## src/pse_pkg.sv

```systemverilog
// ----------------------------------------------------------------------------
// pse_pkg
// shared types, character codes and defaults of the postfix stack evaluator
// ----------------------------------------------------------------------------
package pse_pkg;

	localparam int unsigned STACK_DEPTH_DEF = 16;
	localparam int unsigned DATA_W          = 32;
	localparam int unsigned DIV_STEPS       = 32;

	// expression characters
	localparam logic [7:0] CH_ZERO  = 8'h30;
	localparam logic [7:0] CH_NINE  = 8'h39;
	localparam logic [7:0] CH_PLUS  = 8'h2B;
	localparam logic [7:0] CH_MINUS = 8'h2D;
	localparam logic [7:0] CH_STAR  = 8'h2A;
	localparam logic [7:0] CH_SLASH = 8'h2F;
	localparam logic [7:0] CH_CARET = 8'h5E;

	typedef enum logic [2:0] {
		ST_IDLE,
		ST_DISPATCH,
		ST_POP_L,
		ST_LOAD,
		ST_EXEC,
		ST_FINISH,
		ST_EMIT
	} pse_state_t;

	typedef enum logic [1:0] {
		ALU_IDLE,
		ALU_ITER,
		ALU_DIV
	} pse_alu_mode_t;

	// controller to datapath
	typedef struct packed {
		logic latch_in;
		logic push_digit;
		logic pop;
		logic capture_rhs;
		logic alu_load;
		logic alu_step;
		logic push_result;
		logic emit;
	} pse_cmd_t;

	// datapath to controller
	typedef struct packed {
		logic is_digit;
		logic is_op;
		logic last;
		logic alu_done;
	} pse_status_t;

endpackage

```

## src/pse_if.sv

```systemverilog
// ----------------------------------------------------------------------------
// pse_if
// valid/ready channels of the postfix stack evaluator
// ----------------------------------------------------------------------------
interface pse_expr_if;
	logic       valid;
	logic       ready;
	logic [7:0] character;
	logic       last;

	modport source (output valid, output character, output last, input ready);
	modport sink (input valid, input character, input last, output ready);
endinterface

interface pse_result_if;
	logic               valid;
	logic               ready;
	logic signed [31:0] result_value;
	logic               divide_error;
	logic               stack_overflow;
	logic               stack_underflow;

	modport source (output valid, output result_value, output divide_error,
		output stack_overflow, output stack_underflow, input ready);
	modport sink (input valid, input result_value, input divide_error,
		input stack_overflow, input stack_underflow, output ready);
endinterface

```

## src/pse_ram.sv

```systemverilog
// ----------------------------------------------------------------------------
// pse_ram
// generic single write, single read ram with registered read data
// ----------------------------------------------------------------------------
module pse_ram #(
	parameter int unsigned WIDTH = 32,
	parameter int unsigned DEPTH = 16
) (
	input  logic                     clk,
	input  logic                     we,
	input  logic [$clog2(DEPTH)-1:0] waddr,
	input  logic [WIDTH-1:0]         wdata,
	input  logic                     re,
	input  logic [$clog2(DEPTH)-1:0] raddr,
	output logic [WIDTH-1:0]         rdata
);

	logic [WIDTH-1:0] mem_q [DEPTH];

	always_ff @(posedge clk) begin
		if (we) begin
			mem_q[waddr] <= wdata;
		end
		if (re) begin
			rdata <= mem_q[raddr];
		end
	end

endmodule

```

## src/pse_datapath.sv

```systemverilog
// ----------------------------------------------------------------------------
// pse_datapath
// stack, sticky flags, iterative alu and result register
// ----------------------------------------------------------------------------
module pse_datapath #(
	parameter int unsigned STACK_DEPTH = pse_pkg::STACK_DEPTH_DEF
) (
	input  logic                clk,
	input  logic                arst_n,
	input  pse_pkg::pse_cmd_t   cmd,
	output pse_pkg::pse_status_t status,
	input  logic [7:0]          in_character,
	input  logic                in_last,
	output logic signed [31:0]  result_value,
	output logic                divide_error,
	output logic                stack_overflow,
	output logic                stack_underflow
);
	import pse_pkg::*;

	localparam int unsigned AW = $clog2(STACK_DEPTH);
	localparam int unsigned CW = $clog2(STACK_DEPTH + 1);

	logic [7:0]        char_q;
	logic              last_q;
	logic [CW-1:0]     count_q;
	logic              pop_ok_q;
	logic              div_err_q;
	logic              ovf_q;
	logic              udf_q;
	logic [DATA_W-1:0] rhs_q;

	logic              empty;
	logic              full;
	logic              push_req;
	logic              push_ok;
	logic              pop_ok;
	logic [DATA_W-1:0] push_data;
	logic [DATA_W-1:0] ram_rdata;
	logic [DATA_W-1:0] popped;

	// alu
	pse_alu_mode_t     mode_q;
	logic [DATA_W-1:0] acc_q;
	logic [DATA_W-1:0] sq_q;
	logic [DATA_W-1:0] ex_q;
	logic [DATA_W-1:0] quot_q;
	logic [DATA_W-1:0] rem_q;
	logic [DATA_W-1:0] den_q;
	logic              neg_q;
	logic [5:0]        cnt_q;

	logic [DATA_W-1:0] mul_acc;
	logic [DATA_W-1:0] mul_sq;
	logic [DATA_W:0]   rem_sh;
	logic [DATA_W:0]   rem_diff;
	logic              rem_ge;
	logic [DATA_W-1:0] lhs_abs;
	logic [DATA_W-1:0] rhs_abs;
	logic [DATA_W-1:0] pow_neg;
	logic              load_div_err;
	logic              alu_done;
	logic [DATA_W-1:0] alu_result;

	assign empty     = (count_q == '0);
	assign full      = (count_q == CW'(STACK_DEPTH));
	assign push_req  = cmd.push_digit | cmd.push_result;
	assign push_ok   = push_req & ~full;
	assign pop_ok    = cmd.pop & ~empty;
	assign push_data = cmd.push_digit ? DATA_W'(char_q - CH_ZERO) : alu_result;
	// value of the last pop, 0 when it found the stack empty
	assign popped    = pop_ok_q ? ram_rdata : '0;

	pse_ram #(
		.WIDTH(DATA_W),
		.DEPTH(STACK_DEPTH)
	) u_stack (
		.clk  (clk),
		.we   (push_ok),
		.waddr(count_q[AW-1:0]),
		.wdata(push_data),
		.re   (pop_ok),
		.raddr(AW'(count_q - CW'(1))),
		.rdata(ram_rdata)
	);

	always_ff @(posedge clk) begin
		if (cmd.latch_in) begin
			char_q <= in_character;
			last_q <= in_last;
		end
		if (cmd.capture_rhs) begin
			rhs_q <= popped;
		end
	end

	always_ff @(posedge clk or negedge arst_n) begin
		if (!arst_n) begin
			count_q   <= '0;
			pop_ok_q  <= 1'b0;
			div_err_q <= 1'b0;
			ovf_q     <= 1'b0;
			udf_q     <= 1'b0;
		end else begin
			if (cmd.pop) begin
				pop_ok_q <= ~empty;
			end
			if (cmd.emit) begin
				count_q   <= '0;
				div_err_q <= 1'b0;
				ovf_q     <= 1'b0;
				udf_q     <= 1'b0;
			end else begin
				if (push_ok) begin
					count_q <= count_q + CW'(1);
				end else if (pop_ok) begin
					count_q <= count_q - CW'(1);
				end
				if (push_req && full) begin
					ovf_q <= 1'b1;
				end
				if (cmd.pop && empty) begin
					udf_q <= 1'b1;
				end
				if (load_div_err) begin
					div_err_q <= 1'b1;
				end
			end
		end
	end

	// alu operand preparation
	assign lhs_abs = popped[DATA_W-1] ? (~popped + DATA_W'(1)) : popped;
	assign rhs_abs = rhs_q[DATA_W-1] ? (~rhs_q + DATA_W'(1)) : rhs_q;

	// power with a negative exponent
	always_comb begin
		if (popped == DATA_W'(1)) begin
			pow_neg = DATA_W'(1);
		end else if (popped == '1) begin
			pow_neg = rhs_q[0] ? '1 : DATA_W'(1);
		end else begin
			pow_neg = '0;
		end
	end

	assign load_div_err = cmd.alu_load &
		(((char_q == CH_SLASH) && (rhs_q == '0)) ||
		 ((char_q == CH_CARET) && rhs_q[DATA_W-1] && (popped == '0)));

	assign mul_acc  = acc_q * sq_q;
	assign mul_sq   = sq_q * sq_q;
	assign rem_sh   = {rem_q, quot_q[DATA_W-1]};
	assign rem_diff = rem_sh - {1'b0, den_q};
	assign rem_ge   = ~rem_diff[DATA_W];

	always_ff @(posedge clk) begin
		if (cmd.alu_load) begin
			unique case (char_q)
				CH_PLUS: begin
					acc_q <= popped + rhs_q;
					ex_q  <= '0;
				end
				CH_MINUS: begin
					acc_q <= popped - rhs_q;
					ex_q  <= '0;
				end
				CH_STAR: begin
					acc_q <= popped;
					sq_q  <= rhs_q;
					ex_q  <= DATA_W'(1);
				end
				CH_SLASH: begin
					acc_q  <= '0;
					ex_q   <= '0;
					quot_q <= lhs_abs;
					den_q  <= rhs_abs;
					rem_q  <= '0;
					neg_q  <= popped[DATA_W-1] ^ rhs_q[DATA_W-1];
				end
				default: begin
					if (rhs_q[DATA_W-1]) begin
						acc_q <= pow_neg;
						ex_q  <= '0;
					end else begin
						acc_q <= DATA_W'(1);
						sq_q  <= popped;
						ex_q  <= rhs_q;
					end
				end
			endcase
		end else if (cmd.alu_step) begin
			if (mode_q == ALU_DIV) begin
				rem_q  <= rem_ge ? rem_diff[DATA_W-1:0] : rem_sh[DATA_W-1:0];
				quot_q <= {quot_q[DATA_W-2:0], rem_ge};
			end else begin
				// square and multiply, one exponent bit a step
				if (ex_q[0]) begin
					acc_q <= mul_acc;
				end
				sq_q <= mul_sq;
				ex_q <= ex_q >> 1;
			end
		end
	end

	always_ff @(posedge clk or negedge arst_n) begin
		if (!arst_n) begin
			mode_q <= ALU_IDLE;
			cnt_q  <= '0;
		end else if (cmd.alu_load) begin
			if ((char_q == CH_SLASH) && (rhs_q != '0)) begin
				mode_q <= ALU_DIV;
				cnt_q  <= 6'(DIV_STEPS);
			end else begin
				mode_q <= ALU_ITER;
				cnt_q  <= '0;
			end
		end else if (cmd.alu_step && (mode_q == ALU_DIV)) begin
			cnt_q <= cnt_q - 6'd1;
		end
	end

	always_comb begin
		unique case (mode_q)
			ALU_ITER: alu_done = (ex_q == '0);
			ALU_DIV:  alu_done = (cnt_q == '0);
			default:  alu_done = 1'b1;
		endcase
	end

	assign alu_result = (mode_q == ALU_DIV) ?
		(neg_q ? (~quot_q + DATA_W'(1)) : quot_q) : acc_q;

	always_ff @(posedge clk) begin
		if (cmd.emit) begin
			result_value    <= popped;
			divide_error    <= div_err_q;
			stack_overflow  <= ovf_q;
			stack_underflow <= udf_q;
		end
	end

	assign status.is_digit = (char_q >= CH_ZERO) && (char_q <= CH_NINE);
	assign status.is_op    = (char_q == CH_PLUS) || (char_q == CH_MINUS) ||
		(char_q == CH_STAR) || (char_q == CH_SLASH) || (char_q == CH_CARET);
	assign status.last     = last_q;
	assign status.alu_done = alu_done;

endmodule

```

## src/pse_ctrl.sv

```systemverilog
// ----------------------------------------------------------------------------
// pse_ctrl
// sequencer of the postfix stack evaluator and result word handshake
// ----------------------------------------------------------------------------
module pse_ctrl (
	input  logic                 clk,
	input  logic                 arst_n,
	input  logic                 in_valid,
	output logic                 in_ready,
	output logic                 out_valid,
	input  logic                 out_ready,
	input  pse_pkg::pse_status_t status,
	output pse_pkg::pse_cmd_t    cmd
);
	import pse_pkg::*;

	pse_state_t state_q;
	pse_state_t state_d;
	logic       out_valid_q;
	logic       out_free;

	assign out_free  = ~out_valid_q | out_ready;
	assign in_ready  = (state_q == ST_IDLE);
	assign out_valid = out_valid_q;

	always_ff @(posedge clk or negedge arst_n) begin
		if (!arst_n) begin
			state_q     <= ST_IDLE;
			out_valid_q <= 1'b0;
		end else begin
			state_q <= state_d;
			if (cmd.emit) begin
				out_valid_q <= 1'b1;
			end else if (out_ready) begin
				out_valid_q <= 1'b0;
			end
		end
	end

	always_comb begin
		state_d = state_q;
		cmd     = '0;
		unique case (state_q)
			ST_IDLE: begin
				if (in_valid) begin
					cmd.latch_in = 1'b1;
					state_d      = ST_DISPATCH;
				end
			end
			ST_DISPATCH: begin
				if (status.is_digit) begin
					cmd.push_digit = 1'b1;
					state_d        = ST_FINISH;
				end else if (status.is_op) begin
					cmd.pop = 1'b1;
					state_d = ST_POP_L;
				end else begin
					state_d = ST_FINISH;
				end
			end
			ST_POP_L: begin
				cmd.capture_rhs = 1'b1;
				cmd.pop         = 1'b1;
				state_d         = ST_LOAD;
			end
			ST_LOAD: begin
				cmd.alu_load = 1'b1;
				state_d      = ST_EXEC;
			end
			ST_EXEC: begin
				if (status.alu_done) begin
					cmd.push_result = 1'b1;
					state_d         = ST_FINISH;
				end else begin
					cmd.alu_step = 1'b1;
				end
			end
			ST_FINISH: begin
				if (status.last) begin
					cmd.pop = 1'b1;
					state_d = ST_EMIT;
				end else begin
					state_d = ST_IDLE;
				end
			end
			ST_EMIT: begin
				if (out_free) begin
					cmd.emit = 1'b1;
					state_d  = ST_IDLE;
				end
			end
			default: begin
				state_d = ST_IDLE;
			end
		endcase
	end

endmodule

```

## src/postfix_stack_evaluator.sv

```systemverilog
// ----------------------------------------------------------------------------
// postfix_stack_evaluator
// postfix expression evaluator over a bounded stack of 32-bit signed values
// ----------------------------------------------------------------------------
// usage
// - expr carries one expression character a word, with last marking the end
//   of the expression; digits push, + - * / ^ pop two operands and push the
//   wrapping 32-bit result, anything else is ignored
// - result carries one word per expression: the popped top of stack and the
//   sticky divide, overflow and underflow flags; the stack and flags are then
//   cleared for the next expression
// - each word is accepted, then dispatched; an operator pops both operands,
//   loads the alu and steps it until done before pushing the result; the
//   32-step shift-subtract divider and the square-and-multiply loop set the
//   worst case; with last, the popped top is then handed to the output
//   register, later while that register is still stalled
// - one word is in work at a time; expr.ready is high only while the
//   sequencer is idle
// - a finished result waits in the output register while the next
//   expression is taken; if result stays stalled, the following result
//   holds the sequencer until the register frees up
// - reset empties the stack, clears the flags and drops any pending result;
//   stack storage is not cleared and needs no sweep
// ----------------------------------------------------------------------------
module postfix_stack_evaluator #(
	parameter int unsigned STACK_DEPTH = pse_pkg::STACK_DEPTH_DEF
) (
	input  logic         clk,
	input  logic         arst_n,
	pse_expr_if.sink     expr,
	pse_result_if.source result
);
	import pse_pkg::*;

	// command and status between sequencer and datapath
	pse_cmd_t    cmd;
	pse_status_t status;

	pse_ctrl u_ctrl (
		.clk      (clk),
		.arst_n   (arst_n),
		.in_valid (expr.valid),
		.in_ready (expr.ready),
		.out_valid(result.valid),
		.out_ready(result.ready),
		.status   (status),
		.cmd      (cmd)
	);

	// stack in ram, sticky flags, iterative alu and output payload
	pse_datapath #(
		.STACK_DEPTH(STACK_DEPTH)
	) u_datapath (
		.clk            (clk),
		.arst_n         (arst_n),
		.cmd            (cmd),
		.status         (status),
		.in_character   (expr.character),
		.in_last        (expr.last),
		.result_value   (result.result_value),
		.divide_error   (result.divide_error),
		.stack_overflow (result.stack_overflow),
		.stack_underflow(result.stack_underflow)
	);

endmodule

```

## src/flat_wrapper.sv

```systemverilog
// flat-port wrapper written by rule: the top's interface ports become plain ports
module postfix_stack_evaluator_flat import pse_pkg::*;
#(
	parameter int unsigned STACK_DEPTH = pse_pkg::STACK_DEPTH_DEF
)
  (clk, arst_n, expr_valid, expr_character, expr_last, expr_ready, result_valid, result_result_value, result_divide_error, result_stack_overflow, result_stack_underflow, result_ready);
  pse_expr_if expr_i ();
  pse_result_if result_i ();
  input  logic clk;
  input  logic arst_n;
  input wire logic [$bits(expr_i.valid)-1:0] expr_valid;
  input wire logic [$bits(expr_i.character)-1:0] expr_character;
  input wire logic [$bits(expr_i.last)-1:0] expr_last;
  output wire logic [$bits(expr_i.ready)-1:0] expr_ready;
  output wire logic [$bits(result_i.valid)-1:0] result_valid;
  output wire logic [$bits(result_i.result_value)-1:0] result_result_value;
  output wire logic [$bits(result_i.divide_error)-1:0] result_divide_error;
  output wire logic [$bits(result_i.stack_overflow)-1:0] result_stack_overflow;
  output wire logic [$bits(result_i.stack_underflow)-1:0] result_stack_underflow;
  input wire logic [$bits(result_i.ready)-1:0] result_ready;
  assign expr_i.valid = expr_valid;
  assign expr_i.character = expr_character;
  assign expr_i.last = expr_last;
  assign expr_ready = expr_i.ready;
  assign result_valid = result_i.valid;
  assign result_result_value = result_i.result_value;
  assign result_divide_error = result_i.divide_error;
  assign result_stack_overflow = result_i.stack_overflow;
  assign result_stack_underflow = result_i.stack_underflow;
  assign result_i.ready = result_ready;
  postfix_stack_evaluator #(.STACK_DEPTH(STACK_DEPTH)) u_core (.clk(clk), .arst_n(arst_n), .expr(expr_i), .result(result_i));
endmodule
```

## config.mk

```make
export PLATFORM = sky130hd
export DESIGN_NAME = postfix_stack_evaluator_flat
export DESIGN_NICKNAME = d
export VERILOG_FILES = /design/src/pse_pkg.sv /design/src/pse_if.sv /design/src/pse_ram.sv /design/src/pse_datapath.sv /design/src/pse_ctrl.sv /design/src/postfix_stack_evaluator.sv /design/src/flat_wrapper.sv
export SDC_FILE = /design/constraint.sdc
export NUM_CORES = 2
export LEC_CHECK = 0
export BUFFER_PORTS_ARGS = -buffer_cell sky130_fd_sc_hd__buf_2
export CAP_MARGIN = 20
export CORE_UTILIZATION = 55
export DETAILED_ROUTE_END_ITERATION = 8
export PLACE_DENSITY = 0.75
export SLEW_MARGIN = 0
export SYNTH_ARGS = -nofsm -noshare
export SYNTH_HDL_FRONTEND = slang
export SYNTH_SLANG_ARGS = --single-unit
```

## constraint.sdc

```tcl
create_clock -name clk -period 22.5 [get_ports clk]
set_clock_uncertainty 0.2 [all_clocks]
set_input_delay 4.5 -clock clk [delete_from_list [all_inputs] [get_ports clk]]
set_output_delay 4.5 -clock clk [all_outputs]
set_load 0.01 [all_outputs]
```

==> flow_metrics.tcl <==
set metrics [dict create \
    grt_max_degree 70 \
    cp_top_family "adder cells" \
    rsz0062_at_grt "false" \
    io_pins 50 \
    n_fill_cell 9482 \
    wl_um 187000 \
    cts-hold-fix-buffers 0 \
    num_vias 45200 \
    fin_crit_sh 0.395 \
    gp_congestion 0.986 \
    crit_path_top_delay_cell "edfxtp_1" \
    cp_max_fo 43 \
    critPathBufInv 5 \
    drt_iter0_markers 4332 \
    relSlewSlack 0.265 \
    ys.flop_type "edfxtp_1" \
    drc 0 \
    final_antenna_net_count 0 \
    syn_avg_cell_area_um2 11.6 \
    cpMostUsedCell "fa_1" \
    drt_first_pass_iters 6 \
    hold_ws_ns 0.266 \
    yosysSeqAreaShare 0.368 \
    nets 6900 \
    drive_gt1_frac 0.0934 \
    fmax_mhz 113 \
    layout_commonest_cell "inv_1" \
    synth_cell_type_count 91 \
    cts_root_buf "clkbuf_16" \
    regToRegSetupSlack_ns 13.61 \
    use_met1 0.392 \
    fin_crit_ns 8.89 \
    netlist_instances 5810 \
    final_cell_mix "inv_1 (882), edfxtp_1 (812), fa_1 (774), nand2_1 (557), and2_1 (479)" \
    htreeDepth 3 \
    start_util 0.555 \
    fp.dieH_um 353 \
    dpl.hpwl_um 131000 \
    cp_data_arrival_time_ns 9.07 \
    finish.utilization 0.598 \
    setup_tns_ns 0 \
    start_kind "register" \
    slowest_delay_ns 0.72 \
    grt_use_met2 0.502 \
    netlist_area_mm2 0.0677 \
    wl_per_cell_um 25.0 \
    path_clk_slew_ns 0.06 \
    clk_path_buf_depth 3 \
    yosys_warnings 0 \
    worst_hold_path_type "reg -> reg" \
    die_w_um 353 \
    grtUsageTotal 0.305 \
    first_global_vias 47400 \
    overflow 0 \
    grt_antenna_before_repair 11 \
    end_kind "register" \
    coreArea_mm2 0.122 \
    via_per_inst 6.05 \
    met3_usage 0.0658 \
    cts_tree "yes" \
    grt_pass1_wl_um 287000 \
    cts_setup_buffers 0 \
    worst_pin_slew_ns 1.10 \
    required_ns 22.68 \
    io_buffers 49 \
    cts_buffers 86 \
    status "complete, no violations" \
    slew_viol_final 0 \
    synth_fp_nets 6931 \
    async_flop_share 0.0252 \
    cap_violations 0 \
    path_class "reg -> reg" \
    ys_seq_elements 833 \
    die_area_mm2 0.124 \
    rows 128 \
    finalSetupViolCount 0 \
    ctsResizeCount 0 \
    clock_sinks 833 \
    synth_edf_count 812 \
    busiest_layer "met2" \
    finalHoldViolations 0 \
    insertion_delay_ns 0.68 \
    area_growth_pct 7.66 \
]
path summary, 6_finish.rpt:
kind / from / endpoint / cells after the start
setup / recovery: u_core.u_datapath.sq_q[3]$_DFFE_PP_ / u_core.u_datapath.sq_q[30]$_DFFE_PP_ / 26
hold / removal: u_core.u_datapath.udf_q$_DFFE_PN0P_ / u_core.u_datapath.stack_underflow$_DFFE_PP_ / 0
setup reg to reg: u_core.u_datapath.sq_q[3]$_DFFE_PP_ / u_core.u_datapath.sq_q[30]$_DFFE_PP_ / 26
hold reg to reg: u_core.u_datapath.udf_q$_DFFE_PN0P_ / u_core.u_datapath.stack_underflow$_DFFE_PP_ / 0
max in group asynchronous: arst_n / u_core.u_datapath.count_q[0]$_DFFE_PN0P_ / 1
min in group asynchronous: arst_n / u_core.u_datapath.count_q[0]$_DFFE_PN0P_ / 1
cells in the mapped netlist, types with 13 or more instances:
master	number	area, um2
and2_1	481	3010
a21o_1	46	345
a31oi_1	18	113
o21ai_0	216	1080
or3_1	20	125
nor4_1	18	113
or4_1	13	97.6
nor2b_1	19	119
o21ai_1	15	75.1
o211ai_1	14	105
xor2_1	141	1230
nor2_1	150	563
dfrtp_1	21	526
nor3_1	40	200
nand4_1	27	169
o21a_1	22	165
inv_1	882	3310
nand2_1	559	2100
o21bai_1	13	97.6
buf_1	19	71.3
mux2i_1	22	220
nand2b_1	34	213
o31ai_1	35	263
a22o_1	30	263
mux4_2	160	3600
edfxtp_1	812	24400
fa_1	774	15500
and3_1	19	119
a21oi_1	168	841
xnor2_1	164	1440
a211oi_1	27	203
clkbuf_1	274	1030
ha_1	334	4180
nand3_1	53	265
cell families after synthesis:
group           Yosys count  share of synthesized area
simple gates           1483                      0.111
buf+inv                1184                     0.0664
fa+ha+maj              1108                      0.291
flops                   833                      0.368
compound gates          711                     0.0669
xor+xnor                305                     0.0395
mux                     186                     0.0572
state kept, by name, indices dropped and copies added, names as in the netlist, 2 cells and up:
name / flops
u_core.u_datapath.u_stack.mem_q: 512
u_core.u_datapath.rhs_q: 32
u_core.u_datapath.char_q: 8
u_core.u_datapath.den_q: 32
u_core.u_datapath.acc_q: 32
u_core.u_datapath.sq_q: 32
u_core.u_datapath.quot_q: 32
u_core.u_datapath.result_value: 32
u_core.u_datapath.mode_q: 2
u_core.u_ctrl.state_q: 3
u_core.u_datapath.ex_q: 31
u_core.u_datapath.count_q: 5
u_core.u_datapath.rem_q: 32
u_core.u_datapath.cnt_q: 6
u_core.u_datapath.u_stack.rdata: 32
routing by layer:
layer,wire [um],vias to the layer above
li1,-,19300
met1,69200,23000
met2,90600,2431
met3,18300,483
met4,8570,6
met5,41,-
layout make-up:
class / count / area (um2) / area share
Clock inverter: 54 / 604 / 0.00830
Tap cell: 1625 / 2030 / 0.0279
Inverter: 882 / 3310 / 0.0454
Clock buffer: 102 / 2230 / 0.0307
Timing Repair Buffer: 183 / 1290 / 0.0177
Multi-Input combinational cell: 3793 / 38500 / 0.528
Antenna cell: 2 / 5.00 / 0.0000687
Sequential cell: 833 / 24900 / 0.342
per-stage QoR:
step | instance area (um2) | std cells | setup WS [ns]
4_1_cts | 72700 | 7464 | 13.65
3_3_place_gp | 69900 | 7308 | 13.66
6_report | 72800 | 7474 | 13.61
5_1_grt | 72800 | 7472 | 13.34
3_5_place_dp | 69900 | 7308 | 13.70
2_1_floorplan | 67700 | 5810 | 14.43
Power is left out: the tool's default activity adds up to more than one toggle a clock period on the data nets, which glitch-free logic cannot reach.
